File: src/rtl/rjwm_pkg.sv
// Package for the rover joystick wheel mixer: field types, thresholds and
// the fixed reciprocal constants used by the truncating linear maps.
// No dependencies.
package rjwm_pkg;

  typedef logic signed [7:0] stick_t;
  typedef logic signed [6:0] angle_t;
  typedef logic signed [7:0] speed_t;

  localparam int unsigned NumAngles = 4;
  localparam int unsigned NumSpeeds = 6;

  // Axis thresholds on magnitudes.
  localparam logic [7:0] DeadZone    = 8'd20;  // |y| below this gives speed 0
  localparam logic [7:0] SpinMin     = 8'd80;  // |x| above this spins in place
  localparam logic [7:0] StraightMax = 8'd10;  // |x| up to this drives straight

  // Signed y thresholds that select front or rear steering.
  localparam stick_t FrontYMin = 8'sd20;
  localparam stick_t RearYMax  = -8'sd20;

  localparam angle_t AngleSpin    = 7'sd45;
  localparam angle_t AngleSpinNeg = -7'sd45;
  localparam angle_t AngleZero    = 7'sd0;
  localparam speed_t SpeedZero    = 8'sd0;

  // Forward speed: |y|*100/126 = |y|*50/63, floor via (p*16645) >> 20.
  localparam logic [12:0] SpeedScale = 13'd50;
  localparam logic [27:0] SpeedRecip = 28'd16645;
  localparam int unsigned SpeedShift = 20;

  // Spin speed: (|x|-80)*80/46 = d*40/23, floor via (p*2850) >> 16.
  localparam logic [10:0] SpinScale = 11'd40;
  localparam logic [22:0] SpinRecip = 23'd2850;

  // Steer angle: (|x|-10)*45/70 = d*9/14, floor via (p*4682) >> 16.
  localparam logic [9:0]  SteerScale = 10'd9;
  localparam logic [21:0] SteerRecip = 22'd4682;

  // Inner wheel: s*4/5, floor via (p*13108) >> 16 on the magnitude.
  localparam logic [8:0]  InnerScale = 9'd4;
  localparam logic [22:0] InnerRecip = 23'd13108;

  localparam int unsigned RecipShift = 16;

endpackage

File: src/rtl/rjwm_stick_if.sv
// Request channel carrying one joystick sample (stick_x, stick_y).
// Depends on rjwm_pkg for the field types.
interface rjwm_stick_if;
  logic            valid;
  logic            ready;
  rjwm_pkg::stick_t stick_x;
  rjwm_pkg::stick_t stick_y;

  modport source (output valid, output stick_x, output stick_y, input ready);
  modport sink   (input valid, input stick_x, input stick_y, output ready);
endinterface

File: src/rtl/rjwm_wheel_if.sv
// Request channel carrying one wheel command: four steering angles, six speeds.
// Depends on rjwm_pkg for the field types.
interface rjwm_wheel_if;
  logic             valid;
  logic             ready;
  rjwm_pkg::angle_t angle_wheel_one;
  rjwm_pkg::angle_t angle_wheel_two;
  rjwm_pkg::angle_t angle_wheel_three;
  rjwm_pkg::angle_t angle_wheel_four;
  rjwm_pkg::speed_t speed_wheel_one;
  rjwm_pkg::speed_t speed_wheel_two;
  rjwm_pkg::speed_t speed_wheel_three;
  rjwm_pkg::speed_t speed_wheel_four;
  rjwm_pkg::speed_t speed_wheel_five;
  rjwm_pkg::speed_t speed_wheel_six;

  modport source (
    output valid,
    output angle_wheel_one, output angle_wheel_two,
    output angle_wheel_three, output angle_wheel_four,
    output speed_wheel_one, output speed_wheel_two, output speed_wheel_three,
    output speed_wheel_four, output speed_wheel_five, output speed_wheel_six,
    input ready
  );
  modport sink (
    input valid,
    input angle_wheel_one, input angle_wheel_two,
    input angle_wheel_three, input angle_wheel_four,
    input speed_wheel_one, input speed_wheel_two, input speed_wheel_three,
    input speed_wheel_four, input speed_wheel_five, input speed_wheel_six,
    output ready
  );
endinterface

File: src/rtl/rover_joystick_wheel_mixer.sv
// Rover joystick wheel mixer top level: joystick sample in, wheel command out.
// Depends on rjwm_pkg, rjwm_stick_if and rjwm_wheel_if.
//
//   channel   dir  modport  payload
//   stick_i   in   sink     stick_x, stick_y (8 bit signed)
//   wheel_o   out  source   angle_wheel_one..four (7 bit signed),
//                           speed_wheel_one..six (8 bit signed)
//
// One sample per cycle while wheel_o is not stalled; two register stages (input
// register, then the command register), the second one driving wheel_o.
// The command register doubles as the held wheel state: a steering sample with
// small y repeats it unchanged.
// Reset clears all held angles and speeds to zero and empties both stages.
// A stalled wheel_o holds the command; the input register keeps taking a
// sample whenever its content moves on in the same cycle.
module rover_joystick_wheel_mixer (
  input  logic               clk_i,
  input  logic               rst_ni,
  rjwm_stick_if.sink         stick_i,
  rjwm_wheel_if.source       wheel_o
);

  // Input stage
  logic             in_valid_q;
  rjwm_pkg::stick_t x_q;
  rjwm_pkg::stick_t y_q;

  // Command register, also the held wheel state
  logic             out_valid_q;
  rjwm_pkg::angle_t ang_q [rjwm_pkg::NumAngles];
  rjwm_pkg::speed_t spd_q [rjwm_pkg::NumSpeeds];
  rjwm_pkg::angle_t ang_d [rjwm_pkg::NumAngles];
  rjwm_pkg::speed_t spd_d [rjwm_pkg::NumSpeeds];

  logic advance;

  // Move the sample on when the command register is empty or being drained.
  assign advance       = in_valid_q && (!out_valid_q || wheel_o.ready);
  assign stick_i.ready = !in_valid_q || advance;

  always_ff @(posedge clk_i or negedge rst_ni) begin
    if (!rst_ni) begin
      in_valid_q <= 1'b0;
    end else if (stick_i.ready) begin
      in_valid_q <= stick_i.valid;
    end
  end

  always_ff @(posedge clk_i) begin
    if (stick_i.valid && stick_i.ready) begin
      x_q <= stick_i.stick_x;
      y_q <= stick_i.stick_y;
    end
  end

  // Magnitudes: -128 yields 128, which fits 8 unsigned bits.
  logic       x_neg, y_neg;
  logic [7:0] ax, ay;

  assign x_neg = x_q[7];
  assign y_neg = y_q[7];
  assign ax    = x_neg ? 8'(-x_q) : 8'(x_q);
  assign ay    = y_neg ? 8'(-y_q) : 8'(y_q);

  // Forward speed magnitude, zero inside the dead zone.
  logic [12:0] ay_scaled;
  logic [27:0] spd_prod;
  logic [6:0]  s_mag;
  logic [7:0]  s_pos;
  rjwm_pkg::speed_t s_val;

  assign ay_scaled = 13'(ay) * rjwm_pkg::SpeedScale;
  assign spd_prod  = 28'(ay_scaled) * rjwm_pkg::SpeedRecip;
  assign s_mag     = (ay < rjwm_pkg::DeadZone) ? 7'd0
                                               : spd_prod[rjwm_pkg::SpeedShift +: 7];
  assign s_pos     = {1'b0, s_mag};
  assign s_val     = y_neg ? rjwm_pkg::speed_t'(-s_pos) : rjwm_pkg::speed_t'(s_pos);

  // Inner wheel speed: truncate 4/5 of the magnitude, keep the sign of s.
  logic [8:0]  s_scaled;
  logic [22:0] inner_prod;
  logic [7:0]  i_pos;
  rjwm_pkg::speed_t i_val;

  assign s_scaled   = 9'(s_mag) * rjwm_pkg::InnerScale;
  assign inner_prod = 23'(s_scaled) * rjwm_pkg::InnerRecip;
  assign i_pos      = {1'b0, inner_prod[rjwm_pkg::RecipShift +: 7]};
  assign i_val      = y_neg ? rjwm_pkg::speed_t'(-i_pos) : rjwm_pkg::speed_t'(i_pos);

  // Spin speed, valid only when |x| is past the spin threshold.
  logic [7:0]  spin_off;
  logic [10:0] spin_scaled;
  logic [22:0] spin_prod;
  logic [7:0]  t_pos;
  rjwm_pkg::speed_t t_val, t_neg_val;

  assign spin_off    = ax - rjwm_pkg::SpinMin;
  assign spin_scaled = 11'(spin_off) * rjwm_pkg::SpinScale;
  assign spin_prod   = 23'(spin_scaled) * rjwm_pkg::SpinRecip;
  assign t_pos       = {1'b0, spin_prod[rjwm_pkg::RecipShift +: 7]};
  assign t_val       = x_neg ? rjwm_pkg::speed_t'(-t_pos) : rjwm_pkg::speed_t'(t_pos);
  assign t_neg_val   = rjwm_pkg::speed_t'(-t_val);

  // Steering angle, valid only in the middle band of |x|.
  logic [7:0]  steer_off;
  logic [9:0]  steer_scaled;
  logic [21:0] steer_prod;
  logic [6:0]  a_pos;
  rjwm_pkg::angle_t a_val;
  logic        a_gt_zero, a_lt_zero;

  assign steer_off    = ax - rjwm_pkg::StraightMax;
  assign steer_scaled = 10'(steer_off) * rjwm_pkg::SteerScale;
  assign steer_prod   = 22'(steer_scaled) * rjwm_pkg::SteerRecip;
  assign a_pos        = {1'b0, steer_prod[rjwm_pkg::RecipShift +: 6]};
  assign a_val        = x_neg ? rjwm_pkg::angle_t'(-a_pos) : rjwm_pkg::angle_t'(a_pos);
  assign a_gt_zero    = !x_neg && (a_pos != 7'd0);
  assign a_lt_zero    = x_neg && (a_pos != 7'd0);

  // Pick the mode and build the next command; default holds the last one.
  always_comb begin
    for (int k = 0; k < rjwm_pkg::NumAngles; k++) begin
      ang_d[k] = ang_q[k];
    end
    for (int k = 0; k < rjwm_pkg::NumSpeeds; k++) begin
      spd_d[k] = spd_q[k];
    end

    if (ax > rjwm_pkg::SpinMin) begin
      // Spin in place: diagonal angles, alternating speed signs.
      ang_d[0] = rjwm_pkg::AngleSpin;
      ang_d[1] = rjwm_pkg::AngleSpinNeg;
      ang_d[2] = rjwm_pkg::AngleSpinNeg;
      ang_d[3] = rjwm_pkg::AngleSpin;
      for (int k = 0; k < rjwm_pkg::NumSpeeds; k++) begin
        spd_d[k] = k[0] ? t_neg_val : t_val;
      end
    end else if (ax > rjwm_pkg::StraightMax) begin
      if (y_q > rjwm_pkg::FrontYMin) begin
        // Front steer: outer side keeps s, inner side slows.
        ang_d[0] = a_val;
        ang_d[1] = a_val;
        ang_d[2] = rjwm_pkg::AngleZero;
        ang_d[3] = rjwm_pkg::AngleZero;
        for (int k = 0; k < rjwm_pkg::NumSpeeds; k++) begin
          spd_d[k] = (k[0] ^ !a_gt_zero) ? i_val : s_val;
        end
      end else if (y_q < rjwm_pkg::RearYMax) begin
        // Rear steer, mirrored sense of the angle sign.
        ang_d[0] = rjwm_pkg::AngleZero;
        ang_d[1] = rjwm_pkg::AngleZero;
        ang_d[2] = a_val;
        ang_d[3] = a_val;
        for (int k = 0; k < rjwm_pkg::NumSpeeds; k++) begin
          spd_d[k] = (k[0] ^ !a_lt_zero) ? i_val : s_val;
        end
      end
      // Small y while steering: hold everything.
    end else begin
      // Straight: all angles zero, every wheel at s.
      for (int k = 0; k < rjwm_pkg::NumAngles; k++) begin
        ang_d[k] = rjwm_pkg::AngleZero;
      end
      for (int k = 0; k < rjwm_pkg::NumSpeeds; k++) begin
        spd_d[k] = s_val;
      end
    end
  end

  // The held state resets to zero, so it carries a reset here.
  always_ff @(posedge clk_i or negedge rst_ni) begin
    if (!rst_ni) begin
      out_valid_q <= 1'b0;
      for (int k = 0; k < rjwm_pkg::NumAngles; k++) begin
        ang_q[k] <= rjwm_pkg::AngleZero;
      end
      for (int k = 0; k < rjwm_pkg::NumSpeeds; k++) begin
        spd_q[k] <= rjwm_pkg::SpeedZero;
      end
    end else begin
      if (advance) begin
        out_valid_q <= 1'b1;
        for (int k = 0; k < rjwm_pkg::NumAngles; k++) begin
          ang_q[k] <= ang_d[k];
        end
        for (int k = 0; k < rjwm_pkg::NumSpeeds; k++) begin
          spd_q[k] <= spd_d[k];
        end
      end else if (wheel_o.ready) begin
        out_valid_q <= 1'b0;
      end
    end
  end

  assign wheel_o.valid             = out_valid_q;
  assign wheel_o.angle_wheel_one   = ang_q[0];
  assign wheel_o.angle_wheel_two   = ang_q[1];
  assign wheel_o.angle_wheel_three = ang_q[2];
  assign wheel_o.angle_wheel_four  = ang_q[3];
  assign wheel_o.speed_wheel_one   = spd_q[0];
  assign wheel_o.speed_wheel_two   = spd_q[1];
  assign wheel_o.speed_wheel_three = spd_q[2];
  assign wheel_o.speed_wheel_four  = spd_q[3];
  assign wheel_o.speed_wheel_five  = spd_q[4];
  assign wheel_o.speed_wheel_six   = spd_q[5];

  // Front pair either steers together or takes the spin diagonal.
  a_front_pair : assert property (@(posedge clk_i) disable iff (!rst_ni)
    (ang_q[0] == ang_q[1]) ||
    (ang_q[0] == rjwm_pkg::AngleSpin && ang_q[1] == rjwm_pkg::AngleSpinNeg))
    else $error("front wheel angles out of pattern");

  // Speeds always alternate between two values across the six wheels.
  a_speed_alt : assert property (@(posedge clk_i) disable iff (!rst_ni)
    (spd_q[0] == spd_q[2]) && (spd_q[2] == spd_q[4]) &&
    (spd_q[1] == spd_q[3]) && (spd_q[3] == spd_q[5]))
    else $error("wheel speeds do not alternate");

  // A sample blocked by a full command register stays put.
  a_in_hold : assert property (@(posedge clk_i) disable iff (!rst_ni)
    in_valid_q && !advance |=> in_valid_q && $stable(x_q) && $stable(y_q))
    else $error("stalled sample lost or changed");

  // Every sample that moves on shows up as a command.
  a_advance_out : assert property (@(posedge clk_i) disable iff (!rst_ni)
    advance |=> out_valid_q)
    else $error("advanced sample produced no command");

endmodule

File: src/flat_wrapper.sv
// flat-port wrapper written by rule: the top's interface ports become plain ports
module rover_joystick_wheel_mixer_flat 
  (clk_i, rst_ni, stick_i_valid, stick_i_stick_x, stick_i_stick_y, stick_i_ready, wheel_o_valid, wheel_o_angle_wheel_one, wheel_o_angle_wheel_two, wheel_o_angle_wheel_three, wheel_o_angle_wheel_four, wheel_o_speed_wheel_one, wheel_o_speed_wheel_two, wheel_o_speed_wheel_three, wheel_o_speed_wheel_four, wheel_o_speed_wheel_five, wheel_o_speed_wheel_six, wheel_o_ready);
  rjwm_stick_if stick_i_i ();
  rjwm_wheel_if wheel_o_i ();
  input  logic clk_i;
  input  logic rst_ni;
  input wire logic [$bits(stick_i_i.valid)-1:0] stick_i_valid;
  input wire logic [$bits(stick_i_i.stick_x)-1:0] stick_i_stick_x;
  input wire logic [$bits(stick_i_i.stick_y)-1:0] stick_i_stick_y;
  output wire logic [$bits(stick_i_i.ready)-1:0] stick_i_ready;
  output wire logic [$bits(wheel_o_i.valid)-1:0] wheel_o_valid;
  output wire logic [$bits(wheel_o_i.angle_wheel_one)-1:0] wheel_o_angle_wheel_one;
  output wire logic [$bits(wheel_o_i.angle_wheel_two)-1:0] wheel_o_angle_wheel_two;
  output wire logic [$bits(wheel_o_i.angle_wheel_three)-1:0] wheel_o_angle_wheel_three;
  output wire logic [$bits(wheel_o_i.angle_wheel_four)-1:0] wheel_o_angle_wheel_four;
  output wire logic [$bits(wheel_o_i.speed_wheel_one)-1:0] wheel_o_speed_wheel_one;
  output wire logic [$bits(wheel_o_i.speed_wheel_two)-1:0] wheel_o_speed_wheel_two;
  output wire logic [$bits(wheel_o_i.speed_wheel_three)-1:0] wheel_o_speed_wheel_three;
  output wire logic [$bits(wheel_o_i.speed_wheel_four)-1:0] wheel_o_speed_wheel_four;
  output wire logic [$bits(wheel_o_i.speed_wheel_five)-1:0] wheel_o_speed_wheel_five;
  output wire logic [$bits(wheel_o_i.speed_wheel_six)-1:0] wheel_o_speed_wheel_six;
  input wire logic [$bits(wheel_o_i.ready)-1:0] wheel_o_ready;
  assign stick_i_i.valid = stick_i_valid;
  assign stick_i_i.stick_x = stick_i_stick_x;
  assign stick_i_i.stick_y = stick_i_stick_y;
  assign stick_i_ready = stick_i_i.ready;
  assign wheel_o_valid = wheel_o_i.valid;
  assign wheel_o_angle_wheel_one = wheel_o_i.angle_wheel_one;
  assign wheel_o_angle_wheel_two = wheel_o_i.angle_wheel_two;
  assign wheel_o_angle_wheel_three = wheel_o_i.angle_wheel_three;
  assign wheel_o_angle_wheel_four = wheel_o_i.angle_wheel_four;
  assign wheel_o_speed_wheel_one = wheel_o_i.speed_wheel_one;
  assign wheel_o_speed_wheel_two = wheel_o_i.speed_wheel_two;
  assign wheel_o_speed_wheel_three = wheel_o_i.speed_wheel_three;
  assign wheel_o_speed_wheel_four = wheel_o_i.speed_wheel_four;
  assign wheel_o_speed_wheel_five = wheel_o_i.speed_wheel_five;
  assign wheel_o_speed_wheel_six = wheel_o_i.speed_wheel_six;
  assign wheel_o_i.ready = wheel_o_ready;
  rover_joystick_wheel_mixer u_core (.clk_i(clk_i), .rst_ni(rst_ni), .stick_i(stick_i_i), .wheel_o(wheel_o_i));
endmodule
File: config.mk
export PLATFORM = sky130hd
export DESIGN_NAME = rover_joystick_wheel_mixer_flat
export DESIGN_NICKNAME = d
export VERILOG_FILES = /design/src/rtl/rjwm_pkg.sv /design/src/rtl/rjwm_stick_if.sv /design/src/rtl/rjwm_wheel_if.sv /design/src/rtl/rover_joystick_wheel_mixer.sv /design/src/flat_wrapper.sv
export SDC_FILE = /design/constraint.sdc
export NUM_CORES = 1
export LEC_CHECK = 0
export ABC_AREA = 1
export BUFFER_PORTS_ARGS = -buffer_cell sky130_fd_sc_hd__buf_2
export CAP_MARGIN = 30
export CELL_PAD_IN_SITES_DETAIL_PLACEMENT = 0
export CELL_PAD_IN_SITES_GLOBAL_PLACEMENT = 1
export CORE_UTILIZATION = 50
export CTS_BUF_LIST = sky130_fd_sc_hd__clkbuf_16
export DETAILED_ROUTE_END_ITERATION = 8
export GPL_TIMING_DRIVEN = 0
export PLACE_DENSITY_LB_ADDON = 0.1
export SYNTH_ARGS = -nofsm -noshare
export SYNTH_HDL_FRONTEND = slang
export SYNTH_SLANG_ARGS = --single-unit
File: constraint.sdc
create_clock -name clk_i -period 32.1 [get_ports clk_i]
set_input_delay 8.025 -clock clk_i [delete_from_list [all_inputs] [get_ports clk_i]]
set_output_delay 8.025 -clock clk_i [all_outputs]
set_load 0.02 [all_outputs]
# Yosys cells after proc, flatten, opt, wreduce, memory -nomap -nowiden
# Cells that the tools add are included.
[totals]
latchBits = 0
in_bits = 20
mem_bits_ro = 0
elab_cells = 69
mem_count = 0
regBits = 94
ramBits = 0
[classes]
n_mul = 7
addsub = 9
bitwise_logic = 0
n_div = 0
n_eq_ne = 1
muxes = 21
shift = 0
order_cmp = 5
reduce_logical = 12
[ops]
columns = ["operator", "n"]
rows = [
  ["two-way mux 48 bit", 4],
  ["two-way mux 28 bit", 4],
  ["two-way mux 8 bit", 9],
  ["multiplier 12 x 15 -> 26 bit (second input constant)", 1],
  ["negation 7 -> 8 bit", 3],
  ["negation 8 bit", 3],
  ["multiplier 10 x 12 -> 21 bit (second input constant)", 1],
  ["multiplier 7 x 12 -> 19 bit (second input constant)", 1],
  ["multiplier 8 x 11 -> 19 bit (second input constant)", 1],
  ["two-way mux 7 bit", 2],
  ["multiplier 8 x 5 -> 12 bit (second input constant)", 1],
  ["multiplier 8 x 4 -> 10 bit (second input constant)", 1],
  ["> comparator 8 x 4 -> 1 bit (second input constant)", 1],
  ["> comparator 8 x 6 -> 1 bit (second input constant)", 1],
  ["> comparator 8 x 7 -> 1 bit (second input constant)", 1],
  ["less-than comparator 8 x 5 -> 1 bit (second input constant)", 1],
  ["less-than comparator 8 x 6 -> 1 bit (second input constant)", 1],
  ["multiplier 8 x 3 -> 8 bit (second input constant)", 1],
  ["subtractor 8 x 4 -> 8 bit (second input constant)", 1],
  ["subtractor 8 x 7 -> 8 bit (second input constant)", 1],
  ["negation 6 -> 7 bit", 1],
  ["nonzero test 7 bit", 1],
  ["logical AND 1 bit", 4],
  ["!= test 4 x 3 -> 1 bit (second input constant)", 1],
  ["other kinds (5)", 9],
]

# Longest topological paths before layout
[depth]
ltp_word = 13
mapped_depth = 69
ltp_nobuf = 69

# Worst setup path after synthesis
# OpenSTA, ideal clock, no wires.
[synth_path]
path_kind = "input port to output port"
start = "input wheel_o_ready"
end = "output stick_i_ready"
path_stages = 2
arrival_ns = 8.298
required_ns = 24.075
n_path_buf = 0
setup_slack_ns = 15.777
path_cell_list = "inv_1 nand3_1"
[synth_between]
elab_chain_cells = 3
[synth_lines]
columns = ["item", "line_no", "source"]
rows = [
  ["start, declared", "flat_wrapper.sv:23", "input wire logic [$bits(wheel_o_i.ready)-1:0] wheel_o_ready;"],
  ["logical OR 1 bit", "rover_joystick_wheel_mixer.sv:38", "assign advance = in_valid_q && (!out_valid_q || wheel_o.ready);"],
  ["logical AND 1 bit", "rover_joystick_wheel_mixer.sv:38", ""],
  ["logical OR 1 bit", "rover_joystick_wheel_mixer.sv:39", "assign stick_i.ready = !in_valid_q || advance;"],
  ["end, declared", "flat_wrapper.sv:11", "output wire logic [$bits(stick_i_i.ready)-1:0] stick_i_ready;"],
]
# No other way between the ends.

# Worst setup path in the final report
# Ends and elaborated chain as after synthesis.

==> flow_summary.ini <==
[global_routing]
grt_overflow = 0
first_global_vias = 9034
grt_antenna_before_repair = 0
grt_max_degree = 41
grtUsageTotal_pct = 24.5
grt_pass1_wl_um = 43600

[floorplanning]
rows = 54
die_h_um = 151
start_util_pct = 50.8
die-area_um2 = 22700
dieWidth_um = 151
pin_count = 98
core_um2 = 21800

[synthesis]
ys_warn_count = 0
async_reset_ff_share_pct = 73.3
synth_edf_count = 16
syn_area_per_cell_um2 = 7.57
synth_cells = 1459
synth_area_leaders = ha_1 30%, nand2_1 10%, dfrtp_1 10%
netlist_area_um2 = 11000
syn_nets = 1781
yosysTopAreaCell = ha_1
ys_seq_area_share_pct = 14.3
synth_top_area_share_pct = 29.6
synth_top_flop_cell = dfrtp_1
ys_ff_latch = 60
synth_cell_types = 56

[worst_setup_path]
cpMostUsedCell = buf_2
cp-end-kind = output port
cp.arrival_ps = 8670
cp_cell_sequence = buf_2 > inv_1 > nand3_1 > buf_2
cp_data_required_time_ps = 24070
cp_slowest_cell = buf_2
start_kind = input pin
critPathMaxFanout = 3
slowest_delay_ps = 250
path_class = input pin to output port

[cts]
root_buffer = clkbuf_16
cts_hold_buf = 0
cts_buffer_depth = 2
post_cts_resized = 0
clkTransAtPathRegs_ps = 60
cts_sinks = 60
cts.htree.levels = 3
cts_tree = built
numCtsBuffers = 9
post-cts-setup-buffers = 0
clock_latency_ps = 350

[detailed_routing]
drt-initial-drc-count = 351
via_per_inst = 5.13
drtPass1Iterations = 5
ant_nets = 0
wl_um = 26100
vias = 9504
post_drt_wl_per_cell_um = 14.1
drc_errors = 0

[final_layout]
drive_gt1_share_pct = 14.8
fillers = 2133
syn2layout_area_growth_pct = 10.8
fin_area_um2 = 12200
antenna_cells = 0
final_net_count = 1891

[sta]
rsz0062_at_grt = false
worst_clock_skew_ps = 8.04
relSlewSlack_pct = 43.6
setup_violations = 0
worstMarginPinSlew_ps = 842
timing.hold.ws_ps = 482
period_needed_ps = 16690
slew_violations = 0
tns_ps = 0
post-route-period-util_pct = 52.0
max_freq_mhz = 59.9
hold_viol = 0

[worst_hold_path]
hp-class = register to register

[run_status]
status = finished, final reports clean

[placement]
placed_cell_area_um2 = 11900
dpl.hpwl_um = 22500
io_buffers = 97
place_congestion = 0.905

[run]
maxCapViolCount = 0
-- cells in the mapped netlist (all sizes together), types with 7 or more instances --
master / count
inv: 260
fa: 41
nor3: 10
nor2: 101
ha: 261
xor2: 35
dfrtp: 44
nand3: 77
a21oi: 87
buf: 49
edfxtp: 16
nand2: 316
o21ai: 66
o21bai: 7
nand3b: 8
xnor2: 20
nand4: 14
-- path summary, 6_finish.rpt --
kind | startpoint | endpoint | slack (ps) | cells past startpoint
max reg2reg | u_core.y_q[7] | u_core.wheel_o.speed_wheel_five[2] | 20010 | 58
min reg2reg | u_core.wheel_o.angle_wheel_one[6] | u_core.wheel_o.angle_wheel_one[6] | 480 | 2
max in group asynchronous | rst_ni | u_core.wheel_o.angle_wheel_four[1] | 24130 | 2
min in group asynchronous | rst_ni | u_core.wheel_o.valid | 7510 | 1
max | wheel_o_ready | stick_i_ready | 15410 | 4
min | u_core.wheel_o.angle_wheel_one[6] | u_core.wheel_o.angle_wheel_one[6] | 480 | 2
-- per-stage QoR --
step,std cells,util (%),setup WS [ps]
global route,1854,56.2,15350
detailed placement,1838,54.7,15390
finish,1854,56.2,15410
global placement,1836,54.6,15390
floorplan,1459,-,15780
CTS,1854,56.2,15390
-- final cells by class --
class,instances,area (µm²),area share (%)
flip-flops and latches,60,1580,12.9
repair buffers,99,513,4.19
plain buffers,50,345,2.82
clock buffers,9,225,1.84
well taps,280,350,2.86
inverters,261,982,8.03
clock inverters,7,98.8,0.808
multi-input cells,1088,8140,66.5
-- critical path, delay by kind of cell --
kind	cells	cell delay, ps
buffers and inverters	3	420
and+or+nand+nor	1	220
-- placed cells by master, fill, tap and decap left out, drive strengths merged, types with 14 or more instances in the layout --
cell	netlist	routed
ha	261	261
buf	49	148
edfxtp	16	16
fa	41	41
a21oi	87	87
nand3	77	77
xor2	35	35
o21ai	66	66
nand4	14	14
inv	260	261
xnor2	20	20
nand2	316	316
nor2	101	101
dfrtp	44	44
-- registers in the layout, summed over array words and instances, names as in the netlist --
| name | count |
|---|---|
| u_core.wheel_o.speed_wheel_five | 8 |
| u_core.wheel_o.angle_wheel_one | 6 |
| u_core.wheel_o.valid | 1 |
| u_core.y_q | 8 |
| u_core.wheel_o.angle_wheel_two | 7 |
| u_core.x_q | 8 |
| u_core.wheel_o.speed_wheel_six | 8 |
| u_core.wheel_o.angle_wheel_four | 7 |
| u_core.wheel_o.angle_wheel_three | 6 |
| u_core.in_valid_q | 1 |
-- cell families after synthesis --
kind of cell / Yosys count / synth area share [%]
AND/OR/NAND/NOR: 539 / 22.1
buffers and inverters: 311 / 12.0
adder cells (fa/ha/maj): 302 / 37.0
AO/OA/AOI/OAI: 192 / 9.78
flip-flops: 60 / 14.3
XOR/XNOR: 55 / 4.74
-- routing by layer --
metal  up-vias  track usage (%)  routed length, µm
met5         -                0                  0
met4         0             5.55                373
met3        28             2.94                892
met2       167             40.4              11900
met1      4348             34.0              13000
li1       4961                -                  -
Power is left out: the tool's default activity adds up to more than one toggle a clock period on the data nets, which glitch-free logic cannot reach.
